## src/hw/rtl/hrp_pkg.sv

```systemverilog
// shared types, codes and constant tables of the http request header parser
// no dependencies
package hrp_pkg;

  localparam int unsigned HEADER_BYTES_MAX = 1024;
  localparam int unsigned LimitW = 11;
  localparam logic [LimitW-1:0] LIMIT_RESET = 11'd1024;
  localparam logic [LimitW-1:0] LIMIT_MIN = 11'd8;
  localparam int unsigned TermLen = 4;

  localparam logic [4:0] NAME_LEN = 5'd16;
  localparam logic [3:0] PREFIX_LEN = 4'd9;
  localparam logic [3:0] PREFIX_FAILED = 4'd15;

  localparam logic [7:0] CHAR_CR = 8'h0d;
  localparam logic [7:0] CHAR_LF = 8'h0a;
  localparam logic [7:0] CHAR_SP = 8'h20;
  localparam logic [7:0] CHAR_QM = 8'h3f;
  localparam logic [7:0] CHAR_SLASH = 8'h2f;

  typedef enum logic [2:0] {
    PH_METHOD  = 3'd0,
    PH_TARGET  = 3'd1,
    PH_QUERY   = 3'd2,
    PH_VERSION = 3'd3,
    PH_HEADER  = 3'd4,
    PH_LENVAL  = 3'd5,
    PH_DISCARD = 3'd6
  } phase_e;

  typedef enum logic [2:0] {
    TAG_METHOD  = 3'd0,
    TAG_TARGET  = 3'd1,
    TAG_QUERY   = 3'd2,
    TAG_VERSION = 3'd3,
    TAG_LENVAL  = 3'd4,
    TAG_TEXT    = 3'd5,
    TAG_SEP     = 3'd6,
    TAG_DISCARD = 3'd7
  } tag_e;

  typedef enum logic [1:0] {
    ERR_NONE  = 2'd0,
    ERR_SEP   = 2'd1,
    ERR_LIMIT = 2'd2
  } err_e;

  typedef enum logic [1:0] {
    ROOT_EMPTY = 2'd0,
    ROOT_SLASH = 2'd1,
    ROOT_OTHER = 2'd2
  } root_e;

  // per-request parse state, byte count kept separately
  typedef struct packed {
    phase_e      phase;
    logic [1:0]  term_pos;
    logic [4:0]  name_pos;
    logic        line_start;
    root_e       root;
    logic [3:0]  prefix_pos;
    err_e        held_err;
  } state_t;

  localparam state_t STATE_RESET = '{
    phase:      PH_METHOD,
    term_pos:   2'd0,
    name_pos:   5'd0,
    line_start: 1'b1,
    root:       ROOT_EMPTY,
    prefix_pos: 4'd0,
    held_err:   ERR_NONE
  };

  // per-byte result of the tagger
  typedef struct packed {
    tag_e  tag;
    logic  done;
    err_e  err;
    logic  root;
    logic  cgi;
  } result_t;

  function automatic logic [7:0] len_name_char(input logic [3:0] idx);
    logic [7:0] c;
    unique case (idx)
      4'd0:    c = "C";
      4'd1:    c = "o";
      4'd2:    c = "n";
      4'd3:    c = "t";
      4'd4:    c = "e";
      4'd5:    c = "n";
      4'd6:    c = "t";
      4'd7:    c = "-";
      4'd8:    c = "L";
      4'd9:    c = "e";
      4'd10:   c = "n";
      4'd11:   c = "g";
      4'd12:   c = "t";
      4'd13:   c = "h";
      4'd14:   c = ":";
      4'd15:   c = " ";
      default: c = 8'h00;
    endcase
    return c;
  endfunction

  function automatic logic [7:0] cgi_prefix_char(input logic [3:0] idx);
    logic [7:0] c;
    unique case (idx)
      4'd0:    c = "/";
      4'd1:    c = "c";
      4'd2:    c = "g";
      4'd3:    c = "i";
      4'd4:    c = "-";
      4'd5:    c = "b";
      4'd6:    c = "i";
      4'd7:    c = "n";
      4'd8:    c = "/";
      default: c = 8'h00;
    endcase
    return c;
  endfunction

endpackage

```

## src/hw/rtl/hrp_if.sv

```systemverilog
// valid/ready channel interfaces for header bytes in and tagged items out
// uses no package
interface hrp_in_if;
  logic       valid;
  logic       ready;
  logic [7:0] data_byte;

  modport source (output valid, output data_byte, input ready);
  modport sink (input valid, input data_byte, output ready);
endinterface

interface hrp_out_if;
  logic       valid;
  logic       ready;
  logic [2:0] byte_tag;
  logic       request_done;
  logic [1:0] error_code;
  logic       target_is_root;
  logic       target_is_cgi;

  modport source (output valid, output byte_tag, output request_done, output error_code,
                  output target_is_root, output target_is_cgi, input ready);
  modport sink (input valid, input byte_tag, input request_done, input error_code,
                input target_is_root, input target_is_cgi, output ready);
endinterface

```

## src/hw/rtl/http_request_header_parser.sv

```systemverilog
// top level of the http request header parser: apb register, byte pipeline
// depends on hrp_pkg, hrp_if (hrp_in_if, hrp_out_if) and hrp_tagger
//
//  channel  dir  handshake     payload
//  req_i    in   valid/ready   data_byte
//  tag_o    out  valid/ready   byte_tag, request_done, error_code, target_is_root/cgi
//  apb      in   psel/penable  header_limit at byte address 0
//
// one item per cycle sustained while tag_o is ready; an item taken passes through
// the input register, then the result register behind the tagger logic
// the per-request state updates once per byte, in a loop through the tagger and the state register
// reset clears the valid flags, parse state and byte count, and sets header_limit to 1024
// a stalled result register holds, and the input register refills behind it
module http_request_header_parser #(
  parameter int unsigned HeaderBytesMax = hrp_pkg::HEADER_BYTES_MAX
) (
  input  logic               clk_i,
  input  logic               rst_ni,
  input  logic               psel,
  input  logic               penable,
  input  logic               pwrite,
  input  logic [2:0]         paddr,
  input  logic [31:0]        pwdata,
  output logic [31:0]        prdata,
  output logic               pready,
  hrp_in_if.sink             req_i,
  hrp_out_if.source          tag_o
);

  localparam int unsigned CntW = $clog2(HeaderBytesMax + hrp_pkg::TermLen + 1);
  localparam int unsigned CmpW = ((CntW > hrp_pkg::LimitW) ? CntW : hrp_pkg::LimitW) + 1;
  localparam logic [CmpW-1:0] MaxCmp = CmpW'(HeaderBytesMax);

  logic [hrp_pkg::LimitW-1:0] limit_q;
  logic                       cfg_wr;

  logic                       in_vld_q;
  logic [7:0]                 in_byte_q;
  logic                       adv;

  hrp_pkg::state_t            state_q, state_d, tag_state;
  hrp_pkg::result_t           tag_res, res_d, res_q;
  logic [CntW-1:0]            cnt_q, cnt_d;
  logic [CmpW-1:0]            cnt_next, lim_eff, lim_raw;
  logic                       overflow;
  logic                       out_vld_q;

  // configuration port
  assign pready = 1'b1;
  assign cfg_wr = psel && penable && pwrite && (paddr[2] == 1'b0);
  assign prdata = (paddr[2] == 1'b0) ? {{(32 - hrp_pkg::LimitW){1'b0}}, limit_q} : 32'd0;

  always_ff @(posedge clk_i or negedge rst_ni) begin
    if (!rst_ni) begin
      limit_q <= hrp_pkg::LIMIT_RESET;
    end else if (cfg_wr) begin
      limit_q <= pwdata[hrp_pkg::LimitW-1:0];
    end
  end

  // input register
  assign adv         = in_vld_q && (!out_vld_q || tag_o.ready);
  assign req_i.ready = !in_vld_q || adv;

  always_ff @(posedge clk_i or negedge rst_ni) begin
    if (!rst_ni) begin
      in_vld_q <= 1'b0;
    end else if (req_i.ready) begin
      in_vld_q <= req_i.valid;
    end
  end

  always_ff @(posedge clk_i) begin
    if (req_i.valid && req_i.ready) begin
      in_byte_q <= req_i.data_byte;
    end
  end

  hrp_tagger u_tagger (
    .state_i     (state_q),
    .data_byte_i (in_byte_q),
    .state_o     (tag_state),
    .result_o    (tag_res)
  );

  // limit clamp and overflow check
  always_comb begin
    lim_raw = CmpW'(limit_q);
    if (limit_q < hrp_pkg::LIMIT_MIN) begin
      lim_eff = CmpW'(hrp_pkg::LIMIT_MIN);
    end else if (lim_raw > MaxCmp) begin
      lim_eff = MaxCmp;
    end else begin
      lim_eff = lim_raw;
    end
    cnt_next = CmpW'(cnt_q) + CmpW'(1);
    overflow = (cnt_next >= lim_eff + CmpW'(hrp_pkg::TermLen));
  end

  always_comb begin
    if (overflow) begin
      res_d   = '{tag: hrp_pkg::TAG_DISCARD, done: 1'b1, err: hrp_pkg::ERR_LIMIT,
                  root: 1'b0, cgi: 1'b0};
      state_d = hrp_pkg::STATE_RESET;
      cnt_d   = '0;
    end else begin
      res_d   = tag_res;
      state_d = tag_state;
      cnt_d   = tag_res.done ? '0 : cnt_next[CntW-1:0];
    end
  end

  always_ff @(posedge clk_i or negedge rst_ni) begin
    if (!rst_ni) begin
      state_q <= hrp_pkg::STATE_RESET;
      cnt_q   <= '0;
    end else if (adv) begin
      state_q <= state_d;
      cnt_q   <= cnt_d;
    end
  end

  // result register
  always_ff @(posedge clk_i or negedge rst_ni) begin
    if (!rst_ni) begin
      out_vld_q <= 1'b0;
    end else if (adv) begin
      out_vld_q <= 1'b1;
    end else if (tag_o.ready) begin
      out_vld_q <= 1'b0;
    end
  end

  always_ff @(posedge clk_i) begin
    if (adv) begin
      res_q <= res_d;
    end
  end

  assign tag_o.valid          = out_vld_q;
  assign tag_o.byte_tag       = res_q.tag;
  assign tag_o.request_done   = res_q.done;
  assign tag_o.error_code     = res_q.err;
  assign tag_o.target_is_root = res_q.root;
  assign tag_o.target_is_cgi  = res_q.cgi;

endmodule

```

## src/hw/rtl/hrp_tagger.sv

```systemverilog
// per-byte tagging and parse state update, purely combinational
// depends on hrp_pkg
module hrp_tagger (
  input  hrp_pkg::state_t  state_i,
  input  logic [7:0]       data_byte_i,
  output hrp_pkg::state_t  state_o,
  output hrp_pkg::result_t result_o
);

  logic            eol;
  logic            term_match;
  logic [7:0]      term_char;
  hrp_pkg::state_t st;
  hrp_pkg::tag_e   tag;

  assign eol = (data_byte_i == hrp_pkg::CHAR_CR) || (data_byte_i == hrp_pkg::CHAR_LF);

  always_comb begin
    st  = state_i;
    tag = hrp_pkg::TAG_DISCARD;
    unique case (state_i.phase)
      hrp_pkg::PH_METHOD: begin
        if (eol) begin
          st.held_err = hrp_pkg::ERR_SEP;
          st.phase    = hrp_pkg::PH_DISCARD;
          tag         = hrp_pkg::TAG_DISCARD;
        end else if (data_byte_i == hrp_pkg::CHAR_SP) begin
          st.phase = hrp_pkg::PH_TARGET;
          tag      = hrp_pkg::TAG_SEP;
        end else begin
          tag = hrp_pkg::TAG_METHOD;
        end
      end
      hrp_pkg::PH_TARGET: begin
        if (eol) begin
          st.held_err = hrp_pkg::ERR_SEP;
          st.phase    = hrp_pkg::PH_DISCARD;
          tag         = hrp_pkg::TAG_DISCARD;
        end else if (data_byte_i == hrp_pkg::CHAR_QM) begin
          st.phase = hrp_pkg::PH_QUERY;
          tag      = hrp_pkg::TAG_SEP;
        end else if (data_byte_i == hrp_pkg::CHAR_SP) begin
          st.phase = hrp_pkg::PH_VERSION;
          tag      = hrp_pkg::TAG_SEP;
        end else begin
          st.root = (state_i.root == hrp_pkg::ROOT_EMPTY && data_byte_i == hrp_pkg::CHAR_SLASH)
                    ? hrp_pkg::ROOT_SLASH : hrp_pkg::ROOT_OTHER;
          if (state_i.prefix_pos < hrp_pkg::PREFIX_LEN) begin
            st.prefix_pos = (data_byte_i == hrp_pkg::cgi_prefix_char(state_i.prefix_pos))
                            ? state_i.prefix_pos + 4'd1 : hrp_pkg::PREFIX_FAILED;
          end
          tag = hrp_pkg::TAG_TARGET;
        end
      end
      hrp_pkg::PH_QUERY: begin
        if (eol) begin
          st.held_err = hrp_pkg::ERR_SEP;
          st.phase    = hrp_pkg::PH_DISCARD;
          tag         = hrp_pkg::TAG_DISCARD;
        end else if (data_byte_i == hrp_pkg::CHAR_SP) begin
          st.phase = hrp_pkg::PH_VERSION;
          tag      = hrp_pkg::TAG_SEP;
        end else begin
          tag = hrp_pkg::TAG_QUERY;
        end
      end
      hrp_pkg::PH_VERSION, hrp_pkg::PH_LENVAL: begin
        if (eol) begin
          st.phase      = hrp_pkg::PH_HEADER;
          st.name_pos   = 5'd0;
          st.line_start = (data_byte_i == hrp_pkg::CHAR_LF);
          tag           = hrp_pkg::TAG_SEP;
        end else begin
          tag = (state_i.phase == hrp_pkg::PH_VERSION) ? hrp_pkg::TAG_VERSION
                                                       : hrp_pkg::TAG_LENVAL;
        end
      end
      hrp_pkg::PH_HEADER: begin
        tag = hrp_pkg::TAG_TEXT;
        if (eol) begin
          st.name_pos   = 5'd0;
          st.line_start = (data_byte_i == hrp_pkg::CHAR_LF);
          tag           = hrp_pkg::TAG_SEP;
        end else if (state_i.line_start && state_i.name_pos < hrp_pkg::NAME_LEN) begin
          if (data_byte_i == hrp_pkg::len_name_char(state_i.name_pos[3:0])) begin
            st.name_pos = state_i.name_pos + 5'd1;
            if (st.name_pos == hrp_pkg::NAME_LEN) begin
              st.phase      = hrp_pkg::PH_LENVAL;
              st.name_pos   = 5'd0;
              st.line_start = 1'b0;
            end
          end else begin
            st.name_pos   = 5'd0;
            st.line_start = 1'b0;
          end
        end
      end
      default: begin
        tag = hrp_pkg::TAG_DISCARD;
      end
    endcase
  end

  // crlfcrlf tracker: cr expected at even positions, lf at odd ones
  assign term_char  = state_i.term_pos[0] ? hrp_pkg::CHAR_LF : hrp_pkg::CHAR_CR;
  assign term_match = (data_byte_i == term_char);

  always_comb begin
    state_o          = st;
    result_o.tag     = tag;
    result_o.done    = 1'b0;
    result_o.err     = hrp_pkg::ERR_NONE;
    result_o.root    = 1'b0;
    result_o.cgi     = 1'b0;
    state_o.term_pos = term_match ? state_i.term_pos + 2'd1
                                  : {1'b0, data_byte_i == hrp_pkg::CHAR_CR};
    if (term_match && state_i.term_pos == 2'(hrp_pkg::TermLen - 1)) begin
      result_o.done = 1'b1;
      result_o.err  = st.held_err;
      if (st.held_err == hrp_pkg::ERR_NONE) begin
        result_o.root = (st.root == hrp_pkg::ROOT_SLASH);
        result_o.cgi  = (st.prefix_pos == hrp_pkg::PREFIX_LEN);
      end
      state_o = hrp_pkg::STATE_RESET;
    end
  end

endmodule

```

## src/flat_wrapper.sv

```systemverilog
// flat-port wrapper written by rule: the top's interface ports become plain ports
module http_request_header_parser_flat 
#(
  parameter int unsigned HeaderBytesMax = hrp_pkg::HEADER_BYTES_MAX
)
  (clk_i, rst_ni, psel, penable, pwrite, paddr, pwdata, prdata, pready, req_i_valid, req_i_data_byte, req_i_ready, tag_o_valid, tag_o_byte_tag, tag_o_request_done, tag_o_error_code, tag_o_target_is_root, tag_o_target_is_cgi, tag_o_ready);
  hrp_in_if req_i_i ();
  hrp_out_if tag_o_i ();
  input  logic clk_i;
  input  logic rst_ni;
  input  logic psel;
  input  logic penable;
  input  logic pwrite;
  input  logic [2:0] paddr;
  input  logic [31:0] pwdata;
  output logic [31:0] prdata;
  output logic pready;
  input wire logic [$bits(req_i_i.valid)-1:0] req_i_valid;
  input wire logic [$bits(req_i_i.data_byte)-1:0] req_i_data_byte;
  output wire logic [$bits(req_i_i.ready)-1:0] req_i_ready;
  output wire logic [$bits(tag_o_i.valid)-1:0] tag_o_valid;
  output wire logic [$bits(tag_o_i.byte_tag)-1:0] tag_o_byte_tag;
  output wire logic [$bits(tag_o_i.request_done)-1:0] tag_o_request_done;
  output wire logic [$bits(tag_o_i.error_code)-1:0] tag_o_error_code;
  output wire logic [$bits(tag_o_i.target_is_root)-1:0] tag_o_target_is_root;
  output wire logic [$bits(tag_o_i.target_is_cgi)-1:0] tag_o_target_is_cgi;
  input wire logic [$bits(tag_o_i.ready)-1:0] tag_o_ready;
  assign req_i_i.valid = req_i_valid;
  assign req_i_i.data_byte = req_i_data_byte;
  assign req_i_ready = req_i_i.ready;
  assign tag_o_valid = tag_o_i.valid;
  assign tag_o_byte_tag = tag_o_i.byte_tag;
  assign tag_o_request_done = tag_o_i.request_done;
  assign tag_o_error_code = tag_o_i.error_code;
  assign tag_o_target_is_root = tag_o_i.target_is_root;
  assign tag_o_target_is_cgi = tag_o_i.target_is_cgi;
  assign tag_o_i.ready = tag_o_ready;
  http_request_header_parser #(.HeaderBytesMax(HeaderBytesMax)) u_core (.clk_i(clk_i), .rst_ni(rst_ni), .psel(psel), .penable(penable), .pwrite(pwrite), .paddr(paddr), .pwdata(pwdata), .prdata(prdata), .pready(pready), .req_i(req_i_i), .tag_o(tag_o_i));
endmodule
```

## config.mk

```make
export PLATFORM = sky130hd
export DESIGN_NAME = http_request_header_parser_flat
export DESIGN_NICKNAME = d
export VERILOG_FILES = /design/src/hw/rtl/hrp_pkg.sv /design/src/hw/rtl/hrp_if.sv /design/src/hw/rtl/http_request_header_parser.sv /design/src/hw/rtl/hrp_tagger.sv /design/src/flat_wrapper.sv
export SDC_FILE = /design/constraint.sdc
export NUM_CORES = 1
export LEC_CHECK = 0
export BUFFER_PORTS_ARGS = -buffer_cell sky130_fd_sc_hd__clkbuf_2
export CAP_MARGIN = 0
export CELL_PAD_IN_SITES_DETAIL_PLACEMENT = 1
export CELL_PAD_IN_SITES_GLOBAL_PLACEMENT = 1
export CORE_UTILIZATION = 35
export DETAILED_ROUTE_END_ITERATION = 16
export GPL_ROUTABILITY_DRIVEN = 0
export PLACE_DENSITY_LB_ADDON = 0.1
export SYNTH_ARGS = -nofsm -noshare
export SYNTH_HDL_FRONTEND = slang
export SYNTH_HIERARCHICAL = 1
export SYNTH_SLANG_ARGS = --single-unit
export TNS_END_PERCENT = 20
```

## constraint.sdc

```tcl
create_clock -name clk_i -period 7 [get_ports clk_i]
set_input_delay 1.05 -clock clk_i [delete_from_list [all_inputs] [get_ports clk_i]]
set_output_delay 1.05 -clock clk_i [all_outputs]
set_load 0.03 [all_outputs]
```

==> Word level (Yosys, flattened, before mapping) <==
Memories as Yosys holds them, arrays and structs flattened.
Index checks and enable logic that the tools add are counted.
{ "word_totals": {"register_bits": 59, "romBits": 208, "inputBits": 50, "out_inout_bits": 43, "wordCells": 143, "mem_count": 2} }
{ "op_classes": {"n_addsub": 5, "order_cmp": 5, "eq_ne": 25, "mux": 59, "n_bitwise": 3, "reduce_logical": 26} }
{ "mem_list": {"columns": ["name", "words", "width", "read_ports", "rd_clocked_by_memory_dff", "wr", "line", "text"], "rows": [
  ["(name not given)", 16, 7, 1, 0, 0, "hrp_pkg.sv:86", "unique case (idx)"],
  ["(name not given)", 16, 6, 1, 0, 0, "hrp_pkg.sv:110", "unique case (idx)"]
]} }
{ "ops": {"columns": ["op", "n"], "rows": [
  ["$mux 8", 8],
  ["$mux 3", 21],
  ["$mux 11", 5],
  ["$mux 6", 9],
  ["$mux 19", 2],
  ["$pmux 3 s5", 2],
  ["$eq 8x6->1 const B", 3],
  ["$ne 4x3->1 const B", 5],
  ["$eq 8x4->1 const B", 2],
  ["$eq 8x8->1", 2],
  ["$add 11x1->12 const B", 1],
  ["$add 11x3->12 const B", 1],
  ["$ge 12x12->1", 1],
  ["$mux 2", 6],
  ["$pmux 6 s2", 1],
  ["$gt 11x11->1 const B", 1],
  ["$lt 11x4->1 const B", 1],
  ["$ne 5x4->1 const B", 2],
  ["$eq 8x4->1", 1],
  ["$logic_and 1x1->1", 8],
  ["$mux 4", 2],
  ["$reduce_and 8->1", 1],
  ["$reduce_bool 7->1", 1],
  ["$eq 3x2->1 const B", 2],
  ["25 further kinds", 35]
]} }

==> Logic depth before layout (Yosys ltp) <==
Gate-level depths: netlist of run 1.
{ "depth": {"ltp_word": 18, "depth_mapped": 16, "mapped_depth_nobuf": 15} }

==> By module <==
Netlist of run 1, hierarchy kept.
{ "by_module_without_submodules": {"columns": ["mod", "instances", "cells_per_inst", "area_each_um2", "seq_area_each_um2"], "rows": [
  ["http_request_header_parser", 1, 302, 3176.8, 1559.0],
  ["hrp_tagger", 1, 228, 1458.9, 0.0]
]} }

==> Worst setup path after synthesis of run 1 <==
Ideal clock, no wire load.
{ "synth_timing": {"kind": "reg-to-reg", "from": "register u_core/limit_q[5] (netlist name)", "to": "register u_core.res_q, in the netlist u_core/tag_o.byte_tag[0], data pin", "setup_time_ns": 0.265, "arrival_ns": 2.999, "required_ns": 6.735, "setup_slack_ns": 3.736, "stages_incl_launch_ff": 14, "n_path_buf": 1, "synth_period_minus_slack_ns": 3.264, "cell_sequence": "dfrtp_1 -> nor4_1 -> a21oi_1 -> and2_1 -> ha_1 -> and3_1 -> nand3_1 -> xnor2_1 -> nand2b_1 -> ha_1 -> and4_1 -> a221o_1 -> buf_2 -> or3_1"} }
{ "synth_between": {"elab_chain_len": 5, "word_cells_on_any_way": 6, "cone_classes": "add/sub: 1; order compare: 3; mux: 2"} }
{ "synth_lines": {"columns": ["item", "line", "text"], "rows": [
  ["start: declaration", "http_request_header_parser.sv:34", "logic [hrp_pkg::LimitW-1:0] limit_q;"],
  ["start signal: assignment", "http_request_header_parser.sv:55", "limit_q <= hrp_pkg::LIMIT_RESET;"],
  ["start signal: assignment", "http_request_header_parser.sv:57", "limit_q <= pwdata[hrp_pkg::LimitW-1:0];"],
  ["$gt 11x11->1", "http_request_header_parser.sv:91", "end else if (lim_raw > MaxCmp) begin"],
  ["$mux 11", "http_request_header_parser.sv:91", null],
  ["$mux 11 (*)", "http_request_header_parser.sv:89", "if (limit_q < hrp_pkg::LIMIT_MIN) begin"],
  ["$add 11x3->12 (*)", "http_request_header_parser.sv:97", "overflow = (cnt_next >= lim_eff + CmpW'(hrp_pkg::TermLen));"],
  ["$ge 12x12->1 (*)", "http_request_header_parser.sv:97", null],
  ["end signal: assignment", "http_request_header_parser.sv:136", "res_q <= res_d;"],
  ["end: declaration", "http_request_header_parser.sv:42", "hrp_pkg::result_t tag_res, res_d, res_q;"]
]} }
Mark *: on every way between the ends. The rest lies on a longest branch, timed or not.
A chain may end at the register's enable or synchronous reset.

==> Final worst setup path of run 1 <==
{ "layout_timing": {"from": "register u_core/limit_q[5] (netlist name)", "to": "register u_core/state_q[15] (netlist name)"} }
{ "layout_between": {"elab_chain_len": 6, "word_cells_on_any_way": 7, "cone_classes": "add/sub: 1; order compare: 3; mux: 3"} }
{ "layout_lines": {"columns": ["item", "line", "text"], "rows": [
  ["$gt 11x11->1", "http_request_header_parser.sv:91", null],
  ["$mux 11", "http_request_header_parser.sv:91", null],
  ["$mux 11 (*)", "http_request_header_parser.sv:89", null],
  ["$add 11x3->12 (*)", "http_request_header_parser.sv:97", null],
  ["$ge 12x12->1 (*)", "http_request_header_parser.sv:97", null],
  ["$mux 19 (*)", "http_request_header_parser.sv:101", "if (overflow) begin"],
  ["end signal: assignment", "http_request_header_parser.sv:115", "state_q <= hrp_pkg::STATE_RESET;"],
  ["end signal: assignment", "http_request_header_parser.sv:118", "state_q <= state_d;"],
  ["end: declaration", "http_request_header_parser.sv:41", "hrp_pkg::state_t state_q, state_d, tag_state;"]
]} }
Marks and branches as above.

==> results.md, run 1 <==
* Seq. cell area at 1560 um2
* Initial Utilization at 36.3%
* Synthesized flop and latch total at 59
* Die Y at 117 um
* Switching Fraction at 38.3%
* Via count at between 3000 and 4000
* Max Root-Sink Buffers at 2
* Mean post-synth cell area at 8.75 um2
* First-pass GRT wire length at 20400 um
* Max Fclk at 0.241 GHz
* CP startpoint kind: flip-flop
* Initial antenna violation count at 0
* Mapped cell area at between 4000 and 5000 um2
* Initial DRT Pass Iterations at 4
* DP HPWL at approximately 9000 um
* Per-cell routed wire length at 16.4 um
* Seq pwr share at 37.2%
* Sequential area share after synthesis at 33.6%
* Vias in the first global route at slightly below 4000
* Crit-path max FO at 18
* Gate power share at 34.0%
* Port buffer count at 47
* Share of cells above drive strength 1 at 18.2%
* Actual slew at the worst max-slew pin at 1.11 ns
* Cell count after synthesis at 530
* CTS tree: built
* Worst-Skew Late Latency at 0.34 ns
* Pwr Density at 270 nW/um2
* CP endpoint kind: flip-flop
* Unique masters post-synth at 78
* Resized Gates After CTS at 0
* Num rows at just over 40
* Final net count at 637
* Count leader, synth: nand2_1
* Hold-fix buffer count after cts at 0
* # DRC at 0
* Peak supply drop at 107 uV
* Area of the core at roughly 13000 um2
* Final WS setup at approximately 2.9 ns
* Clock Tree Root: clkbuf_16
* Final setup viols at 0
* CTS clk-pin slew, worst paths at 0.05 ns
* TritonCTS Sinks at about 60
* Routed Antenna Nets at 0
* P_leak at 2.17 nW
* Largest net degree at the start of global routing at 44
* Yosys warnings at 6
* Post-synth top cells: nand2_1, dfrtp_1, nor2_1
* Synth top area cells: dfrtp_1, edfxtp_1, ha_1, nand2_1, buf_4
* CTS HTree Levels at 3
* Top-area cell type share of the netlist area at 22.1%
* Max-slew violation count at 0
* Area Growth Syn to Fin at 10.9%
* Unrepaired setup endpoints after global routing: no
* Pre-CTS setup slack at 2.77 ns
* Max Cap Viol at 0
* Clock share of power at between 20% and 30%
* Grt ovf at 0
* Sw power at 0.532 mW
* Die width at around 120 um
* CP arrival at approximately 4.3 ns
* Required time of the critical path at 7.18 ns
* Synth Flop Type: dfrtp_1
* Antenna fix cells at 0
* Worst min path class: flip-flop to flip-flop
* Slew HR at 25.5%
* Routed wire length at about 12000 um
* GRT Total Usage at 19.6%
* Cell-internal power at 0.858 mW
* Synth async-reset ratio at 72.9%
* # fillers at around 1500
* Die area at 13700 um2
* Via/cell ratio at between 5 and 6
* Clk_skew at 0.00804 ns
* Final period util at 59.2%
* Util after Layout at 40.2%
* Number of buffers created by CTS at 9
* Fin crit period at 4.15 ns
* Area leader, netlist: dfrtp_1
* Final std cells w/o fill at 739
* Multi-input logic area at 2780 um2
* First DRT Iteration DRCs at around 140
* Ports at 93
* EDFF count, synth at 16
* Final setup TNS at 0 ns
* Postcts setup bufs at 0
* Hold Vio Cnt, Final at 0
* Status: completed
* Cell count after placement at 723
* WS Path Type: flip-flop to flip-flop
[layout make-up]
type / count / area share (%)
Clock buffer: 10 / 4.65
Clock inverter: 6 / 0.608
Inverter: 19 / 1.39
Multi-Input combinational cell: 424 / 54.0
Sequential cell: 59 / 30.3
Tap cell: 172 / 4.19
Timing Repair Buffer: 49 / 4.87
[sequential cells by signal (all words and copies together) (netlist names)]
signal / flops
u_core/state_q: 19
u_core/cnt_q: 11
u_core/limit_q: 11
u_core/in_byte_q: 8
u_core/tag_o.byte_tag: 3
u_core/tag_o.error_code: 2
u_core/in_vld_q: 1
u_core/tag_o.request_done: 1
u_core/tag_o.target_is_cgi: 1
u_core/tag_o.target_is_root: 1
u_core/tag_o.valid: 1
[path summary, 6_finish.rpt]
path	depth (start not counted)	to	start	slack, ns
worst max-delay path	13	u_core/state_q[15]$_DFFE_PN0P_	u_core/limit_q[5]$_DFFE_PN0P_	2.85
worst min-delay path	1	u_core/tag_o.valid$_DFFE_PN0P_	u_core/in_vld_q$_DFFE_PN0N_	0.51
worst max register to register	13	u_core/state_q[15]$_DFFE_PN0P_	u_core/limit_q[5]$_DFFE_PN0P_	2.85
worst min register to register	1	u_core/tag_o.valid$_DFFE_PN0P_	u_core/in_vld_q$_DFFE_PN0N_	0.51
max in group asynchronous	2	u_core/limit_q[0]$_DFFE_PN0P_	rst_ni	5.79
min in group asynchronous	2	u_core/state_q[11]$_DFFE_PN0P_	rst_ni	0.80
[metrics by stage]
| stage | power (mW) | hold slack, ns | cell area, um2 |
|---|---|---|---|
| floorplan | 0.880 | 0.450 | 4710 |
| detailed placement | 0.999 | 0.497 | 4870 |
| global route | 1.49 | 0.532 | 5140 |
| finish | 1.39 | 0.508 | 5140 |
| CTS | 1.41 | 0.509 | 5140 |
| global placement | 0.979 | 0.470 | 4870 |
[cells in the final DEF, fill, tap and decap left out, types with 3 or more instances in the layout]
cell and instances:
nand3b_1 3, and2_1 12, o211ai_1 3, clkbuf_16 9, a22o_1 4, o21ai_1 11
a32o_1 7, nand2b_1 9, and3_1 8, or3_1 5, o41ai_1 3, nor2_1 31
inv_1 16, mux2i_1 5, clkinv_1 5, o31ai_1 4, conb_1 23, xor2_1 5
ha_1 25, nor4_1 5, nor3_1 12, edfxtp_1 16, a31oi_1 5, o21ai_0 14
a21oi_1 21, nand4_1 9, dfrtp_1 41, o21ai_2 10, mux2_2 12, nor2b_1 17
nand3_1 13, nand2_1 77, xnor2_1 18, clkbuf_2 47, a211oi_1 3
[power by group through the flow]
stage / logic (mW) / registers, mW / clock network (mW)
after detailed placement: 0.476 / 0.523 / 0
after CTS: 0.479 / 0.518 / 0.412
after floorplan: 0.389 / 0.492 / 0
after global routing: 0.534 / 0.533 / 0.425
final: 0.473 / 0.517 / 0.400
after global placement: 0.459 / 0.521 / 0
[layer usage]
metal | wire length, um | track usage, % | vias to the layer above
li1 | - | - | 1922
met1 | 6100 | 26.5 | 1916
met2 | 5450 | 31.3 | 78
met3 | 397 | 3.66 | 11
met4 | 172 | 6.84 | 0
met5 | 0 | 0 | -
[cell families (layout without fill, tap and decap cells)]
group | Yosys count | in the layout | share of synthesized area, %
muxes | 17 | 17 | 3.99
and+or+nand+nor | 224 | 224 | 25.2
DFF | 59 | 59 | 33.6
AOI/OAI and AO/OA | 112 | 112 | 17.7
other | 2 | 23 | 0.162
adders and majority gates | 25 | 25 | 6.75
xor gates and xnor gates | 23 | 23 | 4.35
buffers and inverters | 68 | 84 | 8.21
[worst max-delay path, cell delays in order (launching register included)]
cell and delay [ns]:
dfrtp_1 0.44, nor4_1 0.45, a21oi_1 0.17, and2_1 0.22, ha_1 0.21, and3_1 0.22
nand3_1 0.10, xnor2_1 0.12, nand2b_1 0.08, ha_1 0.26, and4_1 0.22, a221o_1 0.50
or2_1 0.82, o21ai_1 0.17
Power figures use the tool's default switching activity.
==> run 2, diff against run 1 <==
--- a/config.mk
+++ b/config.mk
@@ -5,6 +5,7 @@
 export SDC_FILE = /design/constraint.sdc
 export NUM_CORES = 1
 export LEC_CHECK = 0
+export ABC_AREA = 1
 export BUFFER_PORTS_ARGS = -buffer_cell sky130_fd_sc_hd__clkbuf_2
 export CAP_MARGIN = 0
 export CELL_PAD_IN_SITES_DETAIL_PLACEMENT = 1
==> constraint.sdc (replaced) <==
create_clock -name clk_i -period 3.8 [get_ports clk_i]
set_input_delay 0.57 -clock clk_i [delete_from_list [all_inputs] [get_ports clk_i]]
set_output_delay 0.57 -clock clk_i [all_outputs]
set_load 0.03 [all_outputs]
==> run 2 against run 1 <==
  * Clock skew shrank 0.0034 ns
  * Sequential power grew 97%
  * Synthesized cell count grew 37%
  * Register-to-register slack lost 2.5 ns
  * Non-clock buffer count grew 3
  * Final cell count grew 29%
  * Core utilization grew 0.91 points
  * Final area grew 7.7%
  * Hold slack lost 0.14 ns
  * Combinational power grew to 3.4 times the previous value
  * Clock-buffer cell count grew 4
  * Critical path depth grew 6
  * Critical endpoint is now u_core/tag_o.byte_tag[0]$_SDFFCE_PP1P_
  * Largest cell class unchanged
==> results.md, run 2 <==
* Met1 GRT Util at 23.2%
* Synthesized flop and latch total at 59
* Worst-Skew Late Latency at 0.34 ns
* Initial DRT Pass Iterations at 4
* Synth Flop Type: dfrtp_1
* Registers with the most flip-flops: u_core/state_q (19), u_core/cnt_q (11), u_core/limit_q (11)
* First DRT Iteration DRCs at 160
* Max Fclk at 0.287 GHz
* Most common cell after layout, fill and taps aside: nand2_1
* CTS HTree Levels at 3
* Synth top area cells: dfrtp_1, nand2_1, edfxtp_1, nor2_1, ha_1
* Final period util at 91.6%
* Initial Utilization at a little over a third
* Max-slew violation count at 0
* Area of the core at 13500 um2
* Sequential area share after synthesis at 31.8%
* P_leak at 2.85 nW
* Top-area cell type share of the netlist area at 20.9%
* Die Y at 120 um
* Yosys warnings at 6
* Peak supply drop at 204 uV
* GRT Total Usage at 21.0%
* Commonest non-fill, non-tap cells in the layout: nand2_1, nor2_1, inv_1
* Hold slack at approximately 0.37 ns
* TritonCTS Sinks at 59
* CP arrival at 3.57 ns
* EDFF count, synth at 16
* Count leader, synth: nand2_1
* Largest net degree at the start of global routing at 34
* Slew HR at between 30% and 40%
* Top Usage Layer GRT: met2
* Met3 Use GR at between 2 and 3%
* Die width at 120 um
* Fin crit period at 3.48 ns
* Status: completed
* Area Growth Syn to Fin at 13.0%
* DP HPWL at 10600 um
* Unrepaired setup endpoints after global routing: no
* Mean post-synth cell area at between 6 and 7 um2
* Worst min path class: primary input to async pin
* Num rows at 42
* Max Root-Sink Buffers at 2
* Post-synth top cells: nand2_1, nor2_1, inv_1
* CTS tree: built
* R2r setup slk at around 0.32 ns
* Per-cell routed wire length at 14.4 um
* Util after Layout at 41.2%
* Instance area after placement at 5220 um2
* Pwr Density at ~620 nW/um2
* Unique masters post-synth at 42
* Grt ovf at 0
* First-pass GRT wire length at 23700 um
* Routed Antenna Nets at 0
* Max FFs per register at 19
* Clock Tree Root: clkbuf_16
* Ports at 93
* Antenna fix cells at 0
* # DRC at 0
* Hold-fix buffer count after cts at 0
* Clk_skew at 0.00465 ns
* Finished Cell Area at 5540 um2
* Vias in the first global route at 5007
* Via count at ~4700
* Total chip power at 3.44 mW
* Final setup viols at 0
* Hold Vio Cnt, Final at 0
* CP endpoint kind: flip-flop
* Routing usage on met2 at ~39%
* Top reg by flops: u_core/state_q
* Final setup TNS at 0 ns
* CP startpoint kind: flip-flop
* Postcts setup bufs at 0
* Crit-path max FO at 13
* Share of cells above drive strength 1 at 15.1%
* Number of buffers created by CTS at 9
* Mapped cell area at approximately 4900 um2
* Synth async-reset ratio at 72.9%
* Final net count at 846
* WS Path Type: flip-flop to flip-flop
* Initial antenna violation count at 0
* Die area at 14500 um2
* Required time of the critical path at 3.89 ns
* CTS clk-pin slew, worst paths at about 0.050 ns
* Actual slew at the worst max-slew pin at 0.953 ns
* Area leader, netlist: dfrtp_1
* Cell count after synthesis at 728
* Via/cell ratio at around 5
* Max Cap Viol at 0
* Routed wire length at 13800 um
* Port buffer count at 47
[run 2: worst paths after layout]
| path | from | to | cells after the start |
|---|---|---|---|
| worst max-delay path | u_core/limit_q[10]$_DFFE_PN1P_ | u_core/tag_o.byte_tag[0]$_SDFFCE_PP1P_ | 19 |
| worst min-delay path | rst_ni | u_core/state_q[18]$_DFFE_PN0P_ | 1 |
| worst max register to register | u_core/limit_q[10]$_DFFE_PN1P_ | u_core/tag_o.byte_tag[0]$_SDFFCE_PP1P_ | 19 |
| worst min register to register | u_core/state_q[0]$_DFFE_PN0P_ | u_core/state_q[0]$_DFFE_PN0P_ | 2 |
| max in group asynchronous | rst_ni | u_core/in_vld_q$_DFFE_PN0N_ | 2 |
| min in group clk_i | req_i_data_byte[6] | u_core/in_byte_q[6]$_DFFE_PP_ | 1 |
[run 2: cell families (layout without fill, tap and decap cells)]
group                    count (synthesis)  after routing  share of synthesized area (%)
adder cells (fa/ha/maj)                 25             25                           6.38
other                                    2             23                          0.153
buffers and inverters                  123            150                           11.4
AO/OA/AOI/OAI                           87             87                           10.2
flip-flops                              59             59                           31.8
AND/OR/NAND/NOR                        422            422                           38.3
XOR/XNOR                                10             10                           1.79
[run 2: what timing repair did]
item / 4_1_cts / 5_1_grt
hold endpoints to repair: 0 / 0
setup endpoints to repair: 0 / 20
resized for setup: 0 / 3
[run 2: area by class of cell]
cell class / instances / area, um2
fill: 1784 / 7920
multi-input combinational: 567 / 2870
sequential: 59 / 1560
inverter: 82 / 308
timing repair buffer: 52 / 277
clock buffer: 14 / 264
tap: 176 / 220
clock inverter: 2 / 35.0
[run 2: layer usage]
| metal | share of wire, % | up-vias |
|---|---|---|
| li1 | - | 2380 |
| met1 | 43 | 2271 |
| met2 | 51 | 66 |
| met3 | 1.8 | 23 |
| met4 | 3.6 | 0 |
| met5 | 0 | - |
[run 2: power breakdown]
group          leakage (nW)  switching, mW  total (mW)  internal, mW
registers             0.691          0.215        1.02         0.809
clock network         0.147          0.288       0.830         0.542
logic                  2.01           1.04        1.59         0.546
[run 2: per-stage QoR]
| stage | cells | setup slack (ns) |
|---|---|---|
| detailed placement | 936 | 0.170 |
| finish | 952 | 0.320 |
| CTS | 952 | 0.144 |
| floorplan | 749 | 0.842 |
| global placement | 936 | 0.295 |
| global route | 952 | 0.0173 |
[run 2: critical path: stages, from the launching register on]
cell and delay, ns:
dfstp_2 0.58, inv_1 0.14, nand2_1 0.09, nor2_1 0.04, nand2_1 0.12, inv_1 0.08
nor3_2 0.17, ha_1 0.23, nand2_1 0.07, nor2_2 0.20, inv_2 0.06, nor2_1 0.10
nor2_1 0.05, ha_1 0.26, nand2_1 0.07, o21bai_1 0.14, nand2_1 0.08, nor2_1 0.21
nand3_4 0.20, or2_2 0.32
==> run 3, diff against run 2 <==
--- a/config.mk
+++ b/config.mk
@@ -6,7 +6,7 @@
 export NUM_CORES = 1
 export LEC_CHECK = 0
 export ABC_AREA = 1
-export BUFFER_PORTS_ARGS = -buffer_cell sky130_fd_sc_hd__clkbuf_2
+export BUFFER_PORTS_ARGS = -buffer_cell sky130_fd_sc_hd__buf_2
 export CAP_MARGIN = 0
 export CELL_PAD_IN_SITES_DETAIL_PLACEMENT = 1
 export CELL_PAD_IN_SITES_GLOBAL_PLACEMENT = 1
==> run 3 against run 2 <==
  * Flip-flop and latch count did not move
  * Critical path depth did not move
  * Wire length fell by 0.11%
  * Clock skew rose by 0.0033 ns
  * Clock-buffer cell count did not move
  * Die area did not move
  * Critical endpoint unchanged
==> results.md, run 3 (same netlist as run 2, synthesis figures left out) <==
* Final WS setup at between 0.3 and 0.4 ns
* Die Y at 120 um
* Final std cells w/o fill at 951
* Met1 wire length at slightly below 6000 um
* Critical path's most frequent cell: nand2_1
* Actual slew at the worst max-slew pin at 0.926 ns
* WL met3 at 305 um
* Peak supply drop at 195 uV
* Instance area after placement at ~5200 um2
* Met2 routed WL at slightly above 7000 um
* Share of cells above drive strength 1 at 15.4%
* WS Path Type: flip-flop to flip-flop
* Max Fclk at 0.288 GHz
* Unrepaired setup endpoints after global routing: no
* Fin crit period at 3.47 ns
* TritonCTS Sinks at 59
* Num rows at 42
* Area of the core at 13500 um2
* Initial antenna violation count at 0
* Final period util at 91.3%
* Vias in the first global route at 5000
* Status: completed
* Postcts setup bufs at 0
* Cell count after placement at ~940
* DP HPWL at 10600 um
* Slowest-stage cell, CP: dfstp_2
* Worst-Skew Late Latency at 0.34 ns
* Grt ovf at 0
* First-pass GRT wire length at 23800 um
* Registers with the most flip-flops: u_core/state_q (19), u_core/cnt_q (11), u_core/limit_q (11)
* P_leak at about 2.9 nW
* Clk_skew at roughly 0.0080 ns
* GRT Total Usage at 20.8%
* Crit path buf inv count at 3
* Initial Utilization at 36.4%
* Final net count at between 800 and 900
* Worst min path class: primary input to async pin
* CP delay by family, top: simple AND/OR/NAND/NOR gates
* Crit-path cells: inv_1 -> nand2_1 -> nor2_1 -> nand2_1 -> inv_1 -> nor3_2 -> ha_1 -> nand2_1 -> nor2_2 -> inv_2 -> nor2_1 -> nor2_1 -> ha_1 -> nand2_1 -> o21bai_1 -> nand2_1 -> nor2_1 -> nand3_4 -> or2_2
* Finished Cell Area at 5550 um2
* Die width at 120 um
* CTS clk-pin slew, worst paths at 0.06 ns
* Top layer in use: met4
* Most common cell after layout, fill and taps aside: nand2_1
* Max FFs per register at 19
* Port buffer count at 47
* Die area at 14500 um2
* Routed Antenna Nets at 0
* Max-slew violation count at 0
* Max Root-Sink Buffers at 2
* Via count at 4742
* Hold slack at 0.279 ns
* Per-cell routed wire length at 14.4 um
* # DRC at 0
* Hold Vio Cnt, Final at 0
* Area Growth Syn to Fin at 13.4%
* CP startpoint kind: flip-flop
* Final setup viols at 0
* Via/cell ratio at 4.99
* CP arrival at 3.55 ns
* CP endpoint kind: flip-flop
* Commonest non-fill, non-tap cells in the layout: nand2_1, nor2_1, inv_1
* Max Cap Viol at 0
* Required time of the critical path at ~3.9 ns
* CTS HTree Levels at 3
* First DRT Iteration DRCs at roughly 140
* # fillers at 1790
* Routed wire length at 13700 um
* CTS tree: built
* Clock Tree Root: clkbuf_16
* Number of buffers created by CTS at 9
* Largest net degree at the start of global routing at 34
* Initial DRT Pass Iterations at 4
* Slew HR at 38.2%
* Pwr Density at roughly 630 nW/um2
* Antenna fix cells at 0
* Crit-path max FO at 13
* Final setup TNS at 0 ns
* Top reg by flops: u_core/state_q
* Pre-CTS setup slack at 0.160 ns
* CP max stage delay at approximately 0.58 ns
* Ports at 93
run 3: cell count changes in the layout (fill, tap and decap cells not counted), sizes merged:
cell	previous run	this run
buf	5	52
clkbuf	61	14
clkinv	1	0
run 3: cell type report:
| class | instances | area (um2) | area share, % |
|---|---|---|---|
| clock buffers | 14 | 284 | 5.11 |
| clock inverters | 1 | 30.0 | 0.541 |
| multi-input cells | 567 | 2880 | 51.8 |
| flip-flops and latches | 59 | 1560 | 28.1 |
| well taps | 176 | 220 | 3.96 |
| repair buffers | 52 | 277 | 4.98 |
| inverters | 82 | 308 | 5.54 |
run 3: path summary, 6_finish.rpt:
path                                           startpoint                                endpoint  slack (ns)  depth (start not counted)
max                        u_core/limit_q[10]$_DFFE_PN1P_  u_core/tag_o.byte_tag[0]$_SDFFCE_PP1P_        0.33                         19
min                                                rst_ni          u_core/state_q[11]$_DFFE_PN0P_        0.28                          1
max reg2reg                u_core/limit_q[10]$_DFFE_PN1P_  u_core/tag_o.byte_tag[0]$_SDFFCE_PP1P_        0.33                         19
min reg2reg                u_core/state_q[15]$_DFFE_PN0P_          u_core/state_q[15]$_DFFE_PN0P_        0.52                          2
max in group asynchronous                          rst_ni          u_core/limit_q[10]$_DFFE_PN1P_        2.75                          2
min in group clk_i                     req_i_data_byte[4]           u_core/in_byte_q[4]$_DFFE_PP_        0.41                          1
run 3: worst reg2reg max path: cells and delay by family (launching register included):
family | cells | cell delay (ns)
AND/OR/NAND/NOR | 13 | 1.71
AO/OA/AOI/OAI | 1 | 0.14
adder cells (fa/ha/maj) | 2 | 0.49
buffers and inverters | 3 | 0.29
flip-flops | 1 | 0.58
run 3: power by group:
| group | switching, mW | total, mW | leakage [nW] | internal (mW) |
|---|---|---|---|---|
| combinational | 1.05 | 1.59 | 2.01 | 0.546 |
| clock | 0.290 | 0.865 | 0.155 | 0.575 |
| sequential | 0.211 | 1.02 | 0.691 | 0.809 |
run 3: timing repair:
action,CTS,global route
gates resized for setup,0,4
endpoints found under the setup margin,0,20
hold buffers,0,0
run 3: routing by layer:
layer / GRT usage, % / up-vias
met1: 23.6 / 2279
met3: 2.50 / 17
met4: 9.57 / 0
met5: 0 / -
met2: 38.5 / 67
li1: - / 2379
run 3: stage by stage:
step	util [%]	power, mW
final	41.3	3.48
after global routing	41.3	3.79
after CTS	41.1	3.52
after detailed placement	38.8	2.63
after global placement	38.8	2.55
after floorplan	-	2.23
